## config.mk

```make
export PLATFORM = sky130hd
export DESIGN_NAME = clc_cell
export DESIGN_NICKNAME = d
export VERILOG_FILES = /design/src/rtl/cubic_lateral_curve_eval_defines.svh /design/src/rtl/clc_pkg.sv /design/src/rtl/clc_cell.sv
export SDC_FILE = /design/constraint.sdc
export NUM_CORES = 1
export LEC_CHECK = 0
export ABC_AREA = 1
export BUFFER_PORTS_ARGS = -buffer_cell sky130_fd_sc_hd__buf_2
export CORE_AREA = 2 2 381 383
export CTS_CLUSTER_SIZE = 30
export DETAILED_ROUTE_END_ITERATION = 8
export DIE_AREA = 0 0 383 385
export GPL_ROUTABILITY_DRIVEN = 0
export PLACE_DENSITY = 0.51
export SYNTH_ARGS = -nofsm -noshare
export SYNTH_HDL_FRONTEND = slang
export SYNTH_SLANG_ARGS = --single-unit
```

## constraint.sdc

```tcl
create_clock -name i_clk -period 13.65 [get_ports i_clk]
set_clock_uncertainty 0.1 [all_clocks]
set_input_delay 0.6825 -clock i_clk [delete_from_list [all_inputs] [get_ports i_clk]]
set_output_delay 0.6825 -clock i_clk [all_outputs]
set_load 0.01 [all_outputs]
```

## src/rtl/cubic_lateral_curve_eval_defines.svh

```systemverilog
// Assertion macros shared by the curve evaluator RTL.
// Holds no logic; included by files that carry checks.
`ifndef CUBIC_LATERAL_CURVE_EVAL_DEFINES_SVH
`define CUBIC_LATERAL_CURVE_EVAL_DEFINES_SVH
// implication checked on every rising clock edge outside reset
`define CLC_ASSERT_IMP(label, clk, rst_n, ante, cons) \
    label: assert property (@(posedge clk) disable iff (!rst_n) (ante) |-> (cons)) \
        else $error("check failed");
// implication whose consequent is checked in the next cycle
`define CLC_ASSERT_NXT(label, clk, rst_n, ante, cons) \
    label: assert property (@(posedge clk) disable iff (!rst_n) (ante) |=> (cons)) \
        else $error("check failed");
`endif

```

## src/rtl/clc_pkg.sv

```systemverilog
// Package for the cubic curve evaluator: payload types, widths, CORDIC tables.
// No dependencies.
`default_nettype none
package clc_pkg;
    localparam int MaxStages = 32;
    localparam logic signed [63:0] Gain = 64'sd652032874;

    typedef struct packed {
        logic signed [39:0] start_east;
        logic signed [39:0] start_north;
        logic [15:0]        start_heading;
        logic [31:0]        segment_length;
        logic [31:0]        start_offset;
        logic signed [47:0] coef_const;
        logic signed [47:0] coef_linear;
        logic signed [47:0] coef_quad;
        logic signed [47:0] coef_cubic;
        logic [31:0]        station;
    } t_in;

    typedef struct packed {
        logic signed [39:0] point_east;
        logic signed [39:0] point_north;
    } t_out;

    // state handed from cell to cell along the chain
    typedef struct packed {
        logic               vld;
        logic signed [33:0] u;
        logic signed [63:0] acc;
        logic signed [63:0] x;
        logic signed [63:0] y;
        logic signed [33:0] r;
        logic [1:0]         q;
        logic signed [47:0] ca;
        logic signed [47:0] cb;
        logic signed [47:0] cc;
        logic signed [39:0] x0;
        logic signed [39:0] y0;
    } t_cell;

    function automatic logic signed [33:0] atan_tab(input int i);
        logic signed [33:0] t;
        case (i)
            0: t = 34'sd536870912;   1: t = 34'sd316933406;
            2: t = 34'sd167458907;   3: t = 34'sd85004756;
            4: t = 34'sd42667331;    5: t = 34'sd21354465;
            6: t = 34'sd10679838;    7: t = 34'sd5340245;
            8: t = 34'sd2670163;     9: t = 34'sd1335087;
            10: t = 34'sd667544;     11: t = 34'sd333772;
            12: t = 34'sd166886;     13: t = 34'sd83443;
            14: t = 34'sd41722;      15: t = 34'sd20861;
            16: t = 34'sd10430;      17: t = 34'sd5215;
            18: t = 34'sd2608;       19: t = 34'sd1304;
            20: t = 34'sd652;        21: t = 34'sd326;
            22: t = 34'sd163;        23: t = 34'sd81;
            24: t = 34'sd41;         25: t = 34'sd20;
            26: t = 34'sd10;         27: t = 34'sd5;
            28: t = 34'sd3;          29: t = 34'sd1;
            30: t = 34'sd1;          default: t = 34'sd0;
        endcase
        return t;
    endfunction

    // saturate a 66-bit value to 64 bits
    function automatic logic signed [63:0] sat64(input logic signed [65:0] v);
        logic signed [63:0] r;
        if (v > 66'sh0_7FFF_FFFF_FFFF_FFFF) r = 64'sh7FFF_FFFF_FFFF_FFFF;
        else if (v < -66'sh0_8000_0000_0000_0000) r = 64'sh8000_0000_0000_0000;
        else r = v[63:0];
        return r;
    endfunction

    // saturate a 128-bit product shifted right to 64 bits
    function automatic logic signed [63:0] satq(input logic signed [127:0] v);
        logic signed [63:0] r;
        if (v > 128'sh7FFF_FFFF_FFFF_FFFF) r = 64'sh7FFF_FFFF_FFFF_FFFF;
        else if (v < -128'sh8000_0000_0000_0000) r = 64'sh8000_0000_0000_0000;
        else r = v[63:0];
        return r;
    endfunction
endpackage
`default_nettype wire

```

## src/rtl/clc_cell.sv

```systemverilog
// One cell of the evaluator chain: one CORDIC micro-rotation per cycle while enabled.
// Depends on clc_pkg.
`default_nettype none
module clc_cell #(
    parameter int IDX = 0
) (
    input  wire logic           i_clk,
    input  wire logic           i_rst_n,
    input  wire logic           i_en,
    input  wire clc_pkg::t_cell i_d,
    output clc_pkg::t_cell      o_d
);
    import clc_pkg::*;
    t_cell r_d, n_d;
    logic signed [63:0] w_dx, w_dy;

    always_comb begin
        w_dx = i_d.y >>> IDX;
        w_dy = i_d.x >>> IDX;
        n_d = i_d;
        if (i_d.r >= 0) begin
            n_d.x = i_d.x - w_dx;
            n_d.y = i_d.y + w_dy;
            n_d.r = i_d.r - atan_tab(IDX);
        end else begin
            n_d.x = i_d.x + w_dx;
            n_d.y = i_d.y - w_dy;
            n_d.r = i_d.r + atan_tab(IDX);
        end
    end

    always_ff @(posedge i_clk) begin
        if (!i_rst_n) begin
            r_d.vld <= 1'b0;
        end else if (i_en) begin
            r_d <= n_d;
        end
    end
    assign o_d = r_d;
endmodule
`default_nettype wire

```

== Word level (Yosys, flattened, before mapping) ==
Cells that the tools add are included.
Storage, ports and cells
  word-level logic and storage cells: 20
  output and inout port bits: 487
  register bits after elaboration: 487
  bits of input ports: 490
Operators by class
  muxes and demuxes: 1
  reduce and logical (&&, ||, !) cells: 1
  magnitude comparators: 1
  add/sub/neg operators: 5
Operators with widths (number)
  162-bit two-way mux: 1
  64-bit subtractor: 2
  64-bit adder: 1
  34-bit by 31-bit adder with 34-bit output, second input constant: 1
  34-bit by 1-bit greater-or-equal comparator with 1-bit output, second input constant: 1
  34-bit by 31-bit subtractor with 34-bit output, second input constant: 1
  2-bit AND reduction: 1

== Logic depth before layout (Yosys ltp) ==
  depth after elaboration: 2
  gate-level depth with buffers: 19
  depth with buffers taken out: 18

== Worst setup path before layout ==
Ideal clock, no wire load.
  kind: input to register
  start: input i_rst_n
  end: register r_d, in the netlist o_d[0] (enable)
  library setup time: 0.832 ns
  path buffers: 0
  stages: 2
  data required time: 12.718 ns
  path slack: 2.726 ns
  data arrival time: 9.992 ns
  path through: nand2_1 > inv_1
On the way
  cells in the longest elaborated chain, start to end: 1
Ends and longest elaborated chain
  start: declaration: RTL line clc_cell.sv:8  | input wire logic i_rst_n,
  2-bit AND reduction (no line)
  end signal: assignment: RTL line clc_cell.sv:36  | r_d <= n_d;
  end: declaration: RTL line clc_cell.sv:14  | t_cell r_d, n_d;
Every way passes these cells.
A chain may end at the register's enable or synchronous reset.

== Final worst setup path ==
  start: input i_en
  end: register r_d, in the netlist o_d[434] (enable)
On the way
  cells in the longest elaborated chain, start to end: 1
Ends and longest elaborated chain
  start: declaration: RTL line clc_cell.sv:9  | input wire logic i_en,
  2-bit AND reduction (no line)
Every way passes these cells.

==> results.txt <==
----------------------------------------------------
[Job]
  Max-cap check violation count ... 0

[Synth]
  Proportion of register bits with asynchronous set or reset after synthesis ... 0%
  Post-synth top flop ... edfxtp_1
  Number of flip-flops and latches in the synthesized netlist ... 486
  Yosys warning total ... 0
  Number of flops mapped to enable cells by yosys ... 485
  Mapped Area ... 33200 um^2
  Mean post-synth cell area ... approximately 7.6 um^2
  Seq/Total Area, Yosys ... 43.9%
  Cell variety after synth ... 43
  Top cell type by total area after synthesis ... edfxtp_1
  Number of nets in the synthesized netlist ... 5047
  Mapped Cells ... 4343
  Area contributors post-synth ... edfxtp_1 (44%), nand2_1 (18%), inv_1 (10%)
  Area share of the leading cell type in the synthesized netlist ... 43.9%

[Pwr]
  Power Density ... 113 nW/um^2
  Maximum vdd drop ... 0.000102 V
  Leak Pwr ... 0.0214 uW

[Clock tree]
  Total number of clock tree sinks ... 486
  Worst-skew pair later-pin latency ... ~0.66 ns
  Root buf cell ... clkbuf_16
  Number of buffers inserted to repair setup after CTS ... 0
  Clock Tree Buf Depth ... 3
  Number of H-tree levels ... 2
  Clock-pin transition on the worst setup and hold timing paths ... 0.06 ns
  TritonCTS clock tree ... yes
  Total CTS buffers ... 60

[Die]
  Floorplan die height ... 385 um
  Die Outline Area ... 147000 um^2
  Initial core utilization ... 23.2%
  Number of primary I/O pins ... 977
  X dimension of the die ... 383 um
  Row count ... between 100 and 150
  Core Box Area ... 143000 um^2

[Critical path]
  Worst Path Arrival ... 3.84 ns
  Slowest Stage Delay on Critical Path ... 0.84 ns
  Kind of critical path ... in -> reg
  Critical Path Start Type ... input port
  Slowest-stage cell, CP ... buf_4
  Crit path cell chain ... buf_2 -> nand2_1 -> inv_8 -> buf_4 -> buf_12 -> buf_4
  CP required ... 13.85 ns
  Most prevalent standard cell on the critical path ... buf_4
  Maximum fanout along the worst path ... 151
  Element type at the critical path end ... register

[Routing]
  Final routed DRC violation total ... 0
  Initial DRT Pass Iterations ... 6
  Post-DRT Antenna Nets ... 0
  DRT iter0 DRCs ... approximately 3300
  Total wire length ... roughly 200000 um
  Via density per instance ... 4.61
  Avg WL per Cell ... between 20 and 30 um
  Via count of the routed design ... ~34000

[STA]
  Worst slew slack as a fraction of its limit ... roughly a fifth
  Achievable frequency ... 274 MHz
  Final max-slew violation count ... 0
  Final TNS setup ... 0 ns
  Worst Tran Pin Value ... approximately 1.2 ns
  Final clock period utilization by the worst path ... 26.7%
  Period minus WS final ... 3.64 ns
  RSZ-0062 raised after global routing ... false
  Final count of negative-setup-slack endpoints ... 0
  Number of hold violations in the final report ... 0

[Cells and area]
  Most common library cell in the layout ignoring fill and taps ... nand2_1
  Post-layout instance count excluding filler cells ... 7288
  Flip-flop count of the largest register after layout ... between 400 and 500
  Commonest non-fill, non-tap cells in the layout ... nand2_1 (1561), buf_2 (976), inv_1 (883)
  Filler Cell Count ... 15746
  Layout overhead on the synthesized area ... 26.2%
  Fraction of layout instances using a drive strength above 1 ... 22.9%
  Total Nets Final ... around 6000

[Placed design]
  Half-perimeter wire length after detailed placement ... 173000 um
  Cell Count Post-Placement ... 7140
  Port bufs ... 976

[Run status]
  Outcome ... finished, final reports clean

[GRT]
  Global route total overflow ... 0
  Largest net degree at the start of global routing ... approximately 150
  Global-route wire length before repair ... 260000 um
  All-layer global routing usage ... around a quarter
  Number of antenna violations at the first check in global routing ... 76
  Via count of the first global-routing pass ... about 32000

[Min path]
  Worst min-delay path category ... in -> reg

----------------------------------------------------
## report_power, final
group | leakage (uW) | total, uW | internal (uW) | switching (uW)
Combinational | 0.0160 | 1230 | 356 | 878
Sequential | 0.00455 | 1890 | 1790 | 104
Clock | 0.000912 | 1610 | 886 | 727
## cell families after synthesis
kind of cell	share of synthesized area [%]
buf+inv	12.2
xor+xnor	2.06
fa+ha+maj	8.15
flops	43.9
simple gates	28.8
compound gates	4.96
## through the flow
| step | instance area (um^2) | util, % | power (uW) | hold WS, ns | setup slack [ns] |
|---|---|---|---|---|---|
| floorplan | 33200 | - | 2550 | 0.455 | 2.73 |
| global placement | 39900 | 27.9 | 3140 | 0.611 | 9.32 |
| detailed placement | 39900 | 27.9 | 3140 | 0.581 | 9.29 |
| CTS | 41800 | 29.2 | 4780 | 0.000637 | 10.05 |
| global route | 41900 | 29.3 | 4940 | 0.0231 | 9.83 |
| finish | 41900 | 29.3 | 4740 | 0.0649 | 10.01 |
## cell type report
class                   count  area [um^2]  area share [%]
clock buffers              68         1530            3.65
clock inverters            42          395           0.943
well taps                1903         2380            5.68
multi-input cells        2869        14600            34.8
flip-flops and latches    486        14600            34.8
diodes                     37         92.6           0.221
repair buffers            984         4960            11.8
inverters                 899         3380            8.07
## timing repair
| item | CTS | global route |
|---|---|---|
| hold buffers | 1 | 0 |
| gates resized for setup | 0 | 0 |
| hold endpoints to repair | 1 | 0 |
## Yosys cell counts, types with 2 or more instances
master / instances
nor2_1: 199
xor2_1: 77
edfxtp_1: 485
nand3_2: 12
clkbuf_1: 5
nand2_2: 38
ha_1: 210
nor2_4: 11
nor3_4: 4
buf_4: 34
o21bai_1: 16
o21ai_0: 115
buf_2: 27
nand4_1: 44
inv_2: 15
nand2_4: 4
nand2_1: 1562
nor2_2: 56
o21ai_1: 5
or2_2: 2
buf_6: 22
nor3_1: 9
fa_1: 4
a21oi_1: 176
nand3b_1: 3
nand3_1: 289
nor4_1: 8
and2_1: 8
inv_1: 884
nor3_2: 6
## path summary, 6_finish.rpt
check	startpoint	endpoint	slack (ns)	cells after the start
setup / recovery	i_en	o_d[434]	10.01	6
hold / removal	i_d[201]	o_d[201]	0.06	1
hold reg to reg	o_d[486]	o_d[486]	0.59	2
setup reg to reg	o_d[486]	o_d[486]	12.70	2
## per-layer routing
metal / share of wire [%] / up-vias / track usage (%) / routed length, um
li1: - / 15466 / - / -
met3: 9.5 / 364 / 6.66 / 19000
met2: 46 / 1763 / 42.8 / 92400
met5: 0.11 / - / 0 / 224
met4: 5.5 / 36 / 12.3 / 11100
met1: 39 / 15941 / 31.5 / 77300
## worst max-delay path: cells and delay by family
kind	cells	cell delay (ns)
buffers and inverters	5	2.73
AND/OR/NAND/NOR	1	0.14
Power figures use the tool's default switching activity.
